### src/rtl/core/ffha_pkg.sv
// Shared types, constants and helpers of the first-fit heap allocator.
`default_nettype none
package ffha_pkg;

    // Heap size and the span that 16-bit payload offsets can reach.
    localparam int HEAP_WORDS = 16384;
    localparam int SPAN_WORDS = (HEAP_WORDS < 16384) ? HEAP_WORDS : 16384;
    localparam int SPAN_AW    = $clog2(SPAN_WORDS);
    localparam int FILL_W     = SPAN_AW + 1;
    localparam int HEAD_W     = 15;
    localparam int USED_W     = 17;

    localparam logic [33:0] SPAN_BYTES = 34'(SPAN_WORDS * 4);
    localparam logic [31:0] INIT_TAG   = 32'(SPAN_WORDS * 4 - 8);
    localparam logic [31:0] TAG_BYTES  = 32'd8;
    localparam logic [33:0] SPLIT_MIN  = 34'd16;

    // Request operation codes.
    typedef enum logic [2:0] {
        OP_ALLOC   = 3'd0,
        OP_FREE    = 3'd1,
        OP_REALLOC = 3'd2,
        OP_CALLOC  = 3'd3,
        OP_LOAD    = 3'd4,
        OP_STORE   = 3'd5
    } t_op;

    // Classified request handed from the front end to the execution engine.
    typedef struct packed {
        t_op         op;
        logic [31:0] n;
        logic [32:0] need;
        logic        n_zero;
        logic        ovf;
        logic [15:0] addr;
        logic        present;
        logic [31:0] wdata;
    } t_cmd;

    // Execution engine states.
    typedef enum logic [5:0] {
        ST_CLEAR, ST_IDLE, ST_DECODE, ST_LOAD1,
        ST_A_START, ST_A_RDH, ST_A_CHK, ST_A_NXT,
        ST_PLACE, ST_PLACE2, ST_PLACE3, ST_POST,
        ST_PT0, ST_PT1,
        ST_LD0, ST_LD1, ST_LD2, ST_LD3,
        ST_LA0, ST_LA1, ST_LA2,
        ST_R0, ST_R1, ST_R2, ST_R3, ST_R4, ST_R5, ST_R5B,
        ST_R6, ST_R7, ST_R8, ST_R8B, ST_R9, ST_R10,
        ST_Z0, ST_Z1, ST_Z2, ST_Z3,
        ST_F0, ST_F1, ST_F2, ST_FP0, ST_FP1, ST_FP2, ST_FEND,
        ST_FINISH
    } t_bstate;

    // True when a byte offset falls on a word that exists.
    function automatic logic in_span(input logic [31:0] b);
        return b[31:2] < 30'(SPAN_WORDS);
    endfunction

endpackage
`default_nettype wire

### src/rtl/core/ffha_queue.sv
// Two-entry command queue between the front end and the execution engine.
`default_nettype none
module ffha_queue (
    input  wire            i_clk,
    input  wire            i_rst_n,
    input  wire            i_push_valid,
    input  ffha_pkg::t_cmd i_push_cmd,
    output logic           o_push_ready,
    output logic           o_pop_valid,
    output ffha_pkg::t_cmd o_pop_cmd,
    input  wire            i_pop
);

    ffha_pkg::t_cmd r_q [2];
    logic           r_wp;
    logic           r_rp;
    logic [1:0]     r_cnt;
    logic           push;
    logic           pop;

    assign o_push_ready = (r_cnt != 2'd2);
    assign o_pop_valid  = (r_cnt != 2'd0);
    assign o_pop_cmd    = r_q[r_rp];
    assign push         = i_push_valid && o_push_ready;
    assign pop          = i_pop && o_pop_valid;

    // Pointers and fill level.
    always_ff @(posedge i_clk) begin
        if (!i_rst_n) begin
            r_wp  <= 1'b0;
            r_rp  <= 1'b0;
            r_cnt <= 2'd0;
        end else begin
            if (push) begin
                r_wp <= !r_wp;
            end
            if (pop) begin
                r_rp <= !r_rp;
            end
            r_cnt <= r_cnt + 2'(push) - 2'(pop);
        end
    end

    always_ff @(posedge i_clk) begin
        if (push) begin
            r_q[r_wp] <= i_push_cmd;
        end
    end

endmodule
`default_nettype wire

### config.mk
export PLATFORM = sky130hd
export DESIGN_NAME = ffha_queue
export DESIGN_NICKNAME = d
export VERILOG_FILES = /design/src/rtl/core/ffha_pkg.sv /design/src/rtl/core/ffha_queue.sv
export SDC_FILE = /design/constraint.sdc
export NUM_CORES = 1
export LEC_CHECK = 0
export CORE_MARGIN = 3
export CORE_UTILIZATION = 47
export CTS_CLUSTER_DIAMETER = 200
export DETAILED_ROUTE_END_ITERATION = 10
export DONT_BUFFER_PORTS = 1
export GPL_ROUTABILITY_DRIVEN = 0
export PLACE_DENSITY_LB_ADDON = 0.3
export SYNTH_ARGS = -nofsm -noshare
export SYNTH_HDL_FRONTEND = slang
export SYNTH_SLANG_ARGS = --single-unit
### constraint.sdc
create_clock -name i_clk -period 3.97 [get_ports i_clk]
set_clock_uncertainty 0.15 [all_clocks]
set_input_delay 0.5955 -clock i_clk [delete_from_list [all_inputs] [get_ports i_clk]]
set_output_delay 0.5955 -clock i_clk [all_outputs]
set_load 0.005 [all_outputs]
==> impl_metrics.tcl <==
set metrics [dict create \
    postCtsSetupBuffers 0 \
    relSlewSlack_pct 46.7 \
    die_x_um 146 \
    gr-total-overflow 0 \
    rsz0062_at_grt "no" \
    instances_no_fill 694 \
    hold_start "i_push_cmd[48]" \
    critPathBufInv 1 \
    first_iter_violations 114 \
    worstHoldEndpoint "r_q[0][48]$_DFFE_PP_" \
    n_antenna_cell 0 \
    core_um2 19000 \
    synth_cell_type_count 26 \
    rows 50 \
    ys.flop_type "edfxtp_1" \
    end_kind "primary output" \
    numCtsBuffers 24 \
    wire_per_inst_um 22.0 \
    ir_drop_v 0.000412 \
    antenna_found_initial 0 \
    routed_via_density 5.18 \
    cts_tree "yes" \
    grtUsageTotal_pct 13.5 \
    grt_pass1_wl_um 22700 \
    wl_um 15200 \
    yosysMostFrequentCell "edfxtp_1" \
    layout.nets 542 \
    multiInputGateArea_um2 1880 \
    hold_path.class "in2reg" \
    htree_num_levels 1 \
    yosys.area.top_type_share_pct 77.1 \
    synth_seq_area_share_pct 78.2 \
    path_cells "buf_4 -> mux2_1" \
    ios 244 \
    maxCapViolCount 0 \
    die_h_um 146 \
    drv_slew 0 \
    finalCriticalPeriod_ns 2.94 \
    r2r-start "r_cnt[0]$_SDFF_PN0_" \
    cts-root-buf "clkbuf_16" \
    rr_endpoint "r_q[0][93]$_DFFE_PP_" \
    cp-start-kind "register" \
    synth_area_leaders "edfxtp_1, mux2_4, mux2_1" \
    max_freq_mhz 341 \
    seq_area_um2 7250 \
    required_ns 3.22 \
    syn_avg_cell_area_um2 23.2 \
    dp_hpwl_um 10300 \
    ff2ff_setup_slack_ns 1.52 \
    cp_max_fo 35 \
    fin_crit_sh_pct 74.0 \
    clock_sinks 243 \
    ys.warnings.count 0 \
    synth_edf_count 238 \
    pwr_density_cell_nw_per_um2 618 \
    synthCells 400 \
    dp_cells 652 \
    hold_path_depth 0 \
    synth_nets 524 \
    grt_max_degree 62 \
    drc 0 \
    n_fill_cell 1458 \
    io_buffers 0 \
    syn2layout_area_growth_pct 11.1 \
    ys_seq_elements 243 \
    status "complete, no violations" \
    max_slew.worst_pin.slew_ns 0.800 \
    yosysTopAreaCell "edfxtp_1" \
    grt_pass1_vias 3871 \
    leakagePower_nw 3.53 \
    finalHoldViolCount 0 \
    layout-drive-gt1-share_pct 32.0 \
    clk_latency_ns 0.50 \
    drtAntennaViolNets 0 \
    initial_core_util_pct 48.7 \
    crit_family "flip-flops" \
    criticalPathCategory "reg2out" \
    num_vias 3594 \
    die_area_um2 21400 \
    fin_setup_tns_ns 0 \
    netlist_area_um2 9270 \
    clock_path_buffers 3 \
    postCtsHoldBufs 0 \
    cts_resized 0 \
    critPathMaxStageDelay_ns 0.72 \
    critical_path_arrival_ns 2.19 \
    postSynth.asyncResetShare_pct 0 \
    synthTopCellsByCount "edfxtp_1, mux2_4, mux2_1" \
    fin_util_pct 54.2 \
    setup_viol 0 \
    first_pass_iters 4 \
    finalPower_w 0.00636 \
    cpMaxStageDelayCell "dfxtp_4" \
    cts.clk_slew.worst_paths_ns 0.06 \
    r2r_cells 4 \
]
## cells by family after synthesis
| logic type | share of synthesized area (%) |
|---|---|
| AOI/OAI and AO/OA | 0.472 |
| xor gates and xnor gates | 0.0945 |
| adders and majority gates | 0.135 |
| buffers and inverters | 1.58 |
| DFF | 78.2 |
| muxes | 18.5 |
| and+or+nand+nor | 1.05 |
## worst max-delay path by stage
stage	to	slack (ns)	cells past startpoint
final	o_pop_cmd[113]	1.03	2
after floorplan	r_q[0][0]$_DFFE_PP_	0.35	2
after CTS	o_pop_cmd[113]	0.97	2
after detailed placement	o_pop_cmd[113]	1.51	2
after global placement	o_pop_cmd[114]	1.53	2
after global routing	o_pop_cmd[114]	0.91	2
## cell usage in the layout (no fill, tap or decap), types with 3 or more instances in the layout
cell type	netlist	final
clkbuf_16	0	25
edfxtp_1	238	238
clkbuf_1	0	9
mux2_4	100	100
clkinv_1	0	4
dfxtp_1	5	4
buf_12	0	3
mux2_1	19	19
nor2_1	4	4
## registers in the layout, indices dropped and copies added, names as in the netlist, named ones only
| signal | count |
|---|---|
| r_q | 238 |
| r_cnt | 2 |
| r_wp | 1 |
| r_rp | 1 |
## routing by layer
layer  up-vias  share of wire, %  track usage (%)
met2       174                50             23.2
met4         0               2.4             3.53
met3        26                13             7.82
met5         -                 0                0
li1       1617                 -                -
met1      1777                34             14.2
## per-stage QoR
stage	instance area [um2]	worst slack (ns)	hold WS (ns)
2_1_floorplan	9270	0.350	0.322
3_3_place_gp	9540	1.53	0.334
3_5_place_dp	9540	1.51	0.344
4_1_cts	10300	0.972	0.0108
5_1_grt	10300	0.910	0.00587
6_report	10300	1.03	0.0333
## cell type report
cell class / instances / share of cell area (%)
well taps: 260 / 3.16
flip-flops and latches: 243 / 70.4
repair buffers: 5 / 0.729
multi-input cells: 142 / 18.3
inverters: 2 / 0.0972
clock buffers: 35 / 6.54
clock inverters: 7 / 0.802
## report_power, final
group	switching (W)	internal (W)
Sequential	0.000113	0.00312
Combinational	0.000475	0.000513
Clock	0.000846	0.00130
Total	0.00143	0.00493
No activity file was read; power rests on OpenSTA's default activity.
