**config.mk**
```make
export PLATFORM = sky130hd
export DESIGN_NAME = ffha_front_flat
export DESIGN_NICKNAME = d
export VERILOG_FILES = /design/src/rtl/core/ffha_pkg.sv /design/src/rtl/core/ffha_req_if.sv /design/src/rtl/core/ffha_front.sv /design/src/flat_wrapper.sv
export SDC_FILE = /design/constraint.sdc
export NUM_CORES = 2
export LEC_CHECK = 0
export BUFFER_PORTS_ARGS = -buffer_cell sky130_fd_sc_hd__clkbuf_2
export CORE_MARGIN = 2
export CORE_UTILIZATION = 64
export DETAILED_ROUTE_END_ITERATION = 6
export PLACE_DENSITY = 0.86
export SYNTH_ARGS = -nofsm -noshare
export SYNTH_HDL_FRONTEND = slang
export SYNTH_SLANG_ARGS = --single-unit
```
**constraint.sdc**
```tcl
create_clock -name i_clk -period 20.7 [get_ports i_clk]
set_input_delay 4.14 -clock i_clk [delete_from_list [all_inputs] [get_ports i_clk]]
set_output_delay 4.14 -clock i_clk [all_outputs]
set_load 0.01 [all_outputs]
```
**src/rtl/core/ffha_pkg.sv**
```systemverilog
// Shared types, constants and helpers of the first-fit heap allocator.
`default_nettype none
package ffha_pkg;

    // Heap size and the span that 16-bit payload offsets can reach.
    localparam int HEAP_WORDS = 16384;
    localparam int SPAN_WORDS = (HEAP_WORDS < 16384) ? HEAP_WORDS : 16384;
    localparam int SPAN_AW    = $clog2(SPAN_WORDS);
    localparam int FILL_W     = SPAN_AW + 1;
    localparam int HEAD_W     = 15;
    localparam int USED_W     = 17;

    localparam logic [33:0] SPAN_BYTES = 34'(SPAN_WORDS * 4);
    localparam logic [31:0] INIT_TAG   = 32'(SPAN_WORDS * 4 - 8);
    localparam logic [31:0] TAG_BYTES  = 32'd8;
    localparam logic [33:0] SPLIT_MIN  = 34'd16;

    // Request operation codes.
    typedef enum logic [2:0] {
        OP_ALLOC   = 3'd0,
        OP_FREE    = 3'd1,
        OP_REALLOC = 3'd2,
        OP_CALLOC  = 3'd3,
        OP_LOAD    = 3'd4,
        OP_STORE   = 3'd5
    } t_op;

    // Classified request handed from the front end to the execution engine.
    typedef struct packed {
        t_op         op;
        logic [31:0] n;
        logic [32:0] need;
        logic        n_zero;
        logic        ovf;
        logic [15:0] addr;
        logic        present;
        logic [31:0] wdata;
    } t_cmd;

    // Execution engine states.
    typedef enum logic [5:0] {
        ST_CLEAR, ST_IDLE, ST_DECODE, ST_LOAD1,
        ST_A_START, ST_A_RDH, ST_A_CHK, ST_A_NXT,
        ST_PLACE, ST_PLACE2, ST_PLACE3, ST_POST,
        ST_PT0, ST_PT1,
        ST_LD0, ST_LD1, ST_LD2, ST_LD3,
        ST_LA0, ST_LA1, ST_LA2,
        ST_R0, ST_R1, ST_R2, ST_R3, ST_R4, ST_R5, ST_R5B,
        ST_R6, ST_R7, ST_R8, ST_R8B, ST_R9, ST_R10,
        ST_Z0, ST_Z1, ST_Z2, ST_Z3,
        ST_F0, ST_F1, ST_F2, ST_FP0, ST_FP1, ST_FP2, ST_FEND,
        ST_FINISH
    } t_bstate;

    // True when a byte offset falls on a word that exists.
    function automatic logic in_span(input logic [31:0] b);
        return b[31:2] < 30'(SPAN_WORDS);
    endfunction

endpackage
`default_nettype wire

```
**src/rtl/core/ffha_req_if.sv**
```systemverilog
// Request channel of the heap allocator.
`default_nettype none
interface ffha_req_if;
    logic        valid;
    logic        ready;
    logic [2:0]  opcode;
    logic [31:0] byte_count;
    logic [31:0] element_count;
    logic [15:0] address;
    logic        address_present;
    logic [31:0] write_data;

    modport source (output valid, opcode, byte_count, element_count, address,
                    address_present, write_data, input ready);
    modport sink (input valid, opcode, byte_count, element_count, address,
                  address_present, write_data, output ready);
endinterface
`default_nettype wire

```
**src/rtl/core/ffha_front.sv**
```systemverilog
// Front end: accepts request items, forms the element product and classifies sizes.
`default_nettype none
module ffha_front (
    input  wire           i_clk,
    input  wire           i_rst_n,
    input  wire           i_hold,
    ffha_req_if.sink      i_req,
    output logic          o_push_valid,
    output ffha_pkg::t_cmd o_push_cmd,
    input  wire           i_push_ready
);

    logic              r_s_valid;
    ffha_pkg::t_op     r_s_op;
    logic [31:0]       r_s_bc;
    logic [63:0]       r_s_prod;
    logic [15:0]       r_s_addr;
    logic              r_s_present;
    logic [31:0]       r_s_wdata;
    logic              accept;
    logic              is_calloc;
    logic [31:0]       n_val;
    logic [32:0]       rounded;

    assign i_req.ready = !i_hold && (!r_s_valid || i_push_ready);
    assign accept      = i_req.valid && i_req.ready;

    // Stage register holds the request and the element product.
    always_ff @(posedge i_clk) begin
        if (!i_rst_n) begin
            r_s_valid <= 1'b0;
        end else begin
            r_s_valid <= accept || (r_s_valid && !i_push_ready);
        end
    end

    always_ff @(posedge i_clk) begin
        if (accept) begin
            r_s_op      <= ffha_pkg::t_op'(i_req.opcode);
            r_s_bc      <= i_req.byte_count;
            r_s_prod    <= 64'(i_req.byte_count) * 64'(i_req.element_count);
            r_s_addr    <= i_req.address & 16'hFFFC;
            r_s_present <= i_req.address_present;
            r_s_wdata   <= i_req.write_data;
        end
    end

    // Size classification: rounded need, zero size and product overflow.
    assign is_calloc = (r_s_op == ffha_pkg::OP_CALLOC);
    assign n_val     = is_calloc ? r_s_prod[31:0] : r_s_bc;
    assign rounded   = (33'(n_val) + 33'd7) & ~33'd7;

    always_comb begin
        o_push_cmd.op      = r_s_op;
        o_push_cmd.n       = n_val;
        o_push_cmd.n_zero  = (n_val == 32'd0);
        o_push_cmd.need    = (n_val == 32'd0) ? 33'd8 : rounded;
        o_push_cmd.ovf     = is_calloc && (r_s_prod[63:32] != 32'd0);
        o_push_cmd.addr    = r_s_addr;
        o_push_cmd.present = r_s_present;
        o_push_cmd.wdata   = r_s_wdata;
    end

    assign o_push_valid = r_s_valid;

endmodule
`default_nettype wire

```
**src/flat_wrapper.sv**
```systemverilog
// flat-port wrapper written by rule: the top's interface ports become plain ports
module ffha_front_flat 
  (i_clk, i_rst_n, i_hold, o_push_valid, o_push_cmd, i_push_ready, i_req_valid, i_req_opcode, i_req_byte_count, i_req_element_count, i_req_address, i_req_address_present, i_req_write_data, i_req_ready);
  ffha_req_if i_req_i ();
  input  wire i_clk;
  input  wire i_rst_n;
  input  wire i_hold;
  output logic o_push_valid;
  output ffha_pkg::t_cmd o_push_cmd;
  input  wire i_push_ready;
  input wire logic [$bits(i_req_i.valid)-1:0] i_req_valid;
  input wire logic [$bits(i_req_i.opcode)-1:0] i_req_opcode;
  input wire logic [$bits(i_req_i.byte_count)-1:0] i_req_byte_count;
  input wire logic [$bits(i_req_i.element_count)-1:0] i_req_element_count;
  input wire logic [$bits(i_req_i.address)-1:0] i_req_address;
  input wire logic [$bits(i_req_i.address_present)-1:0] i_req_address_present;
  input wire logic [$bits(i_req_i.write_data)-1:0] i_req_write_data;
  output wire logic [$bits(i_req_i.ready)-1:0] i_req_ready;
  assign i_req_i.valid = i_req_valid;
  assign i_req_i.opcode = i_req_opcode;
  assign i_req_i.byte_count = i_req_byte_count;
  assign i_req_i.element_count = i_req_element_count;
  assign i_req_i.address = i_req_address;
  assign i_req_i.address_present = i_req_address_present;
  assign i_req_i.write_data = i_req_write_data;
  assign i_req_ready = i_req_i.ready;
  ffha_front u_core (.i_clk(i_clk), .i_rst_n(i_rst_n), .i_hold(i_hold), .i_req(i_req_i), .o_push_valid(o_push_valid), .o_push_cmd(o_push_cmd), .i_push_ready(i_push_ready));
endmodule
```
==> flow_metrics.tcl <==
set metrics [dict create \
    row_count 89 \
    final.min_clock_period_ps 12810 \
    layout-drive-gt1-share 0.0772 \
    clk_pin_slew_ps 70 \
    drc 0 \
    crit_path_frequent_cell "fa_1" \
    die_x_um 249 \
    cts_max_path_buffers 2 \
    cts_buffers 17 \
    ant_nets 0 \
    slew_viol_final 0 \
    outcome "complete, no violations" \
    final.setup.tns_ps 0 \
    start_util 0.651 \
    synth_warnings 0 \
    h-tree-depth 4 \
    synthSimpleGateAreaFrac 0.164 \
    netlist_area_um2 38600 \
    avgViaCountPerCell 5.90 \
    grt_max_degree 75 \
    overflow 0 \
    cts_setup_buffers 0 \
    drt_iter0_markers 2775 \
    insertion_delay_ps 450 \
    synth_most_common_cell "inv_1" \
    yosysSeqAreaShare 0.114 \
    place.gp.congestion 0.967 \
    yosysTopAreaCellShare 0.465 \
    fin_area_um2 40700 \
    fp.dieArea_um2 62200 \
    fin_worst_skew_ps 10.8 \
    fin_util 0.687 \
    fmax_ghz 0.0780 \
    tightestPinTransition_ps 1250 \
    nets 5321 \
    finalWirelength_um 105000 \
    synth_edf_count 146 \
    maxCapViolCount 0 \
    crit_chain "clkbuf_2 > and2_1 > fa_1 > inv_1 > fa_1 > fa_1 > fa_1 > inv_1 > fa_1 > fa_1 > fa_1 > inv_1 > fa_1 > inv_1 > ha_1 > and3_1 > nand4_1 > nor3_1 > o211ai_1 > a21oi_1 > a21oi_1 > o311ai_0 > a21oi_1 > xnor2_1" \
    ys.flop_type "edfxtp_1" \
    cp-start-kind "primary input" \
    yosys.area_share.xor_xnor 0.0193 \
    yosys-top-cells-count "911 x inv_1, 896 x fa_1, 584 x and2_1, 499 x nand2_1, 263 x ha_1" \
    io-pin-count 242 \
    avgSynthCellArea_um2 9.71 \
    avgRoutedWirePerCell_um 21.7 \
    synth_top_family_by_area "adder cells" \
    cts_tree "built" \
    cp_slowest_stage_delay_ps 660 \
    cp_slowest_cell "clkbuf_2" \
    antenna_found_initial 6 \
    ys_seq_elements 147 \
    clock_sinks 147 \
    yosysTopAreaCell "fa_1" \
    hold_path_class "reg -> reg" \
    synth_mux_area_frac 0.00814 \
    finalSetupViolCount 0 \
    synth_fa_ha_area_frac 0.550 \
    cts-resized-gates 0 \
    rsz0062_at_grt "no" \
    synthTopCellsByArea "fa_1 47%, edfxtp_1 11%, and2_1 9.5%" \
    period_share 0.619 \
    vias 28500 \
    critPathKind "in -> reg" \
    async_reset_ff_frac 0 \
    area_delta_synth_final_pct 5.55 \
    io_buffers 234 \
    synthCells 3970 \
    first_global_vias 31500 \
    place_area_um2 40100 \
    grt_pass1_wl_um 168000 \
    chipHeight_um 249 \
    critPathMaxFanout 33 \
    dr.pass1.iters 6 \
    synth_compound_area_frac 0.0327 \
    cts-root-buf "clkbuf_16" \
    critPathRequiredTime_ps 20900 \
    hpwl_um 75900 \
    coreArea_um2 59200 \
    grt_usage 0.352 \
    hold_buffers 0 \
    end_kind "flip-flop" \
    cp_data_arrival_time_ps 13010 \
    fillers 4297 \
    hold_viol 0 \
    synth.distinct_cells 64 \
    slew_headroom 0.168 \
]
final timing paths:
kind                                           start                  end  slack (ps)  depth (start not counted)
worst max-delay path            i_req_byte_count[20]  u_core.r_s_prod[59]        7890                         24
worst min-delay path             u_core.o_push_valid  u_core.o_push_valid         680                          2
worst max register to register   u_core.o_push_valid    u_core.r_s_bc[17]       17970                          4
worst min register to register   u_core.o_push_valid  u_core.o_push_valid         680                          2
cells in the final DEF (no fill, tap or decap), types with 23 or more instances in the layout:
master / n
a21o_1: 29
a21oi_1: 72
and2_1: 583
buf_4: 32
clkbuf_2: 234
edfxtp_1: 146
fa_1: 896
ha_1: 263
inv_1: 911
mux2i_1: 30
nand2_1: 499
nand4_1: 28
nor2_1: 25
o21ai_0: 39
xnor2_1: 62
xor2_1: 23
registers in the layout, summed over array words and instances (netlist names):
signal	flops
u_core.r_s_prod	64
u_core.r_s_bc	32
u_core.r_s_addr	14
u_core.r_s_present	1
u_core.r_s_wdata	32
u_core.r_s_op	3
u_core.o_push_valid	1
critical path, delay by kind of cell:
kind | cells | cell delay [ps]
AOI/OAI and AO/OA | 5 | 1880
xor gates and xnor gates | 1 | 160
adders and majority gates | 9 | 4430
and+or+nand+nor | 4 | 1510
buffers and inverters | 5 | 870
cell families after synthesis:
group | count (synthesis)
mux | 31
compound gates | 199
buf+inv | 1129
other cells | 1
xor+xnor | 85
simple gates | 1219
flops | 147
fa+ha+maj | 1159
metal layers:
metal | up-vias | track usage | wire [um]
met5 | - | 0 | 0
met4 | 0 | 0.179 | 6290
met3 | 437 | 0.0939 | 12800
met2 | 1962 | 0.569 | 49000
met1 | 14300 | 0.441 | 36400
li1 | 11800 | - | -
stage by stage:
step,setup WS [ps],cells,hold WS [ps]
finish,7890,4829,683
CTS,8070,4827,686
global route,7720,4828,708
detailed placement,7600,4795,677
global placement,7560,4795,627
floorplan,9540,3974,670
layout make-up:
cell class	count	area [um^2]	area share
Clock inverter	15	165	0.00406
Timing Repair Buffer	266	1410	0.0347
Antenna cell	2	5.00	0.000123
Inverter	911	3420	0.0840
Sequential cell	147	4400	0.108
Tap cell	773	967	0.0238
Clock buffer	17	425	0.0105
Multi-Input combinational cell	2698	29900	0.735
Power is left out: the tool's default activity adds up to more than one toggle a clock period on the data nets, which glitch-free logic cannot reach.
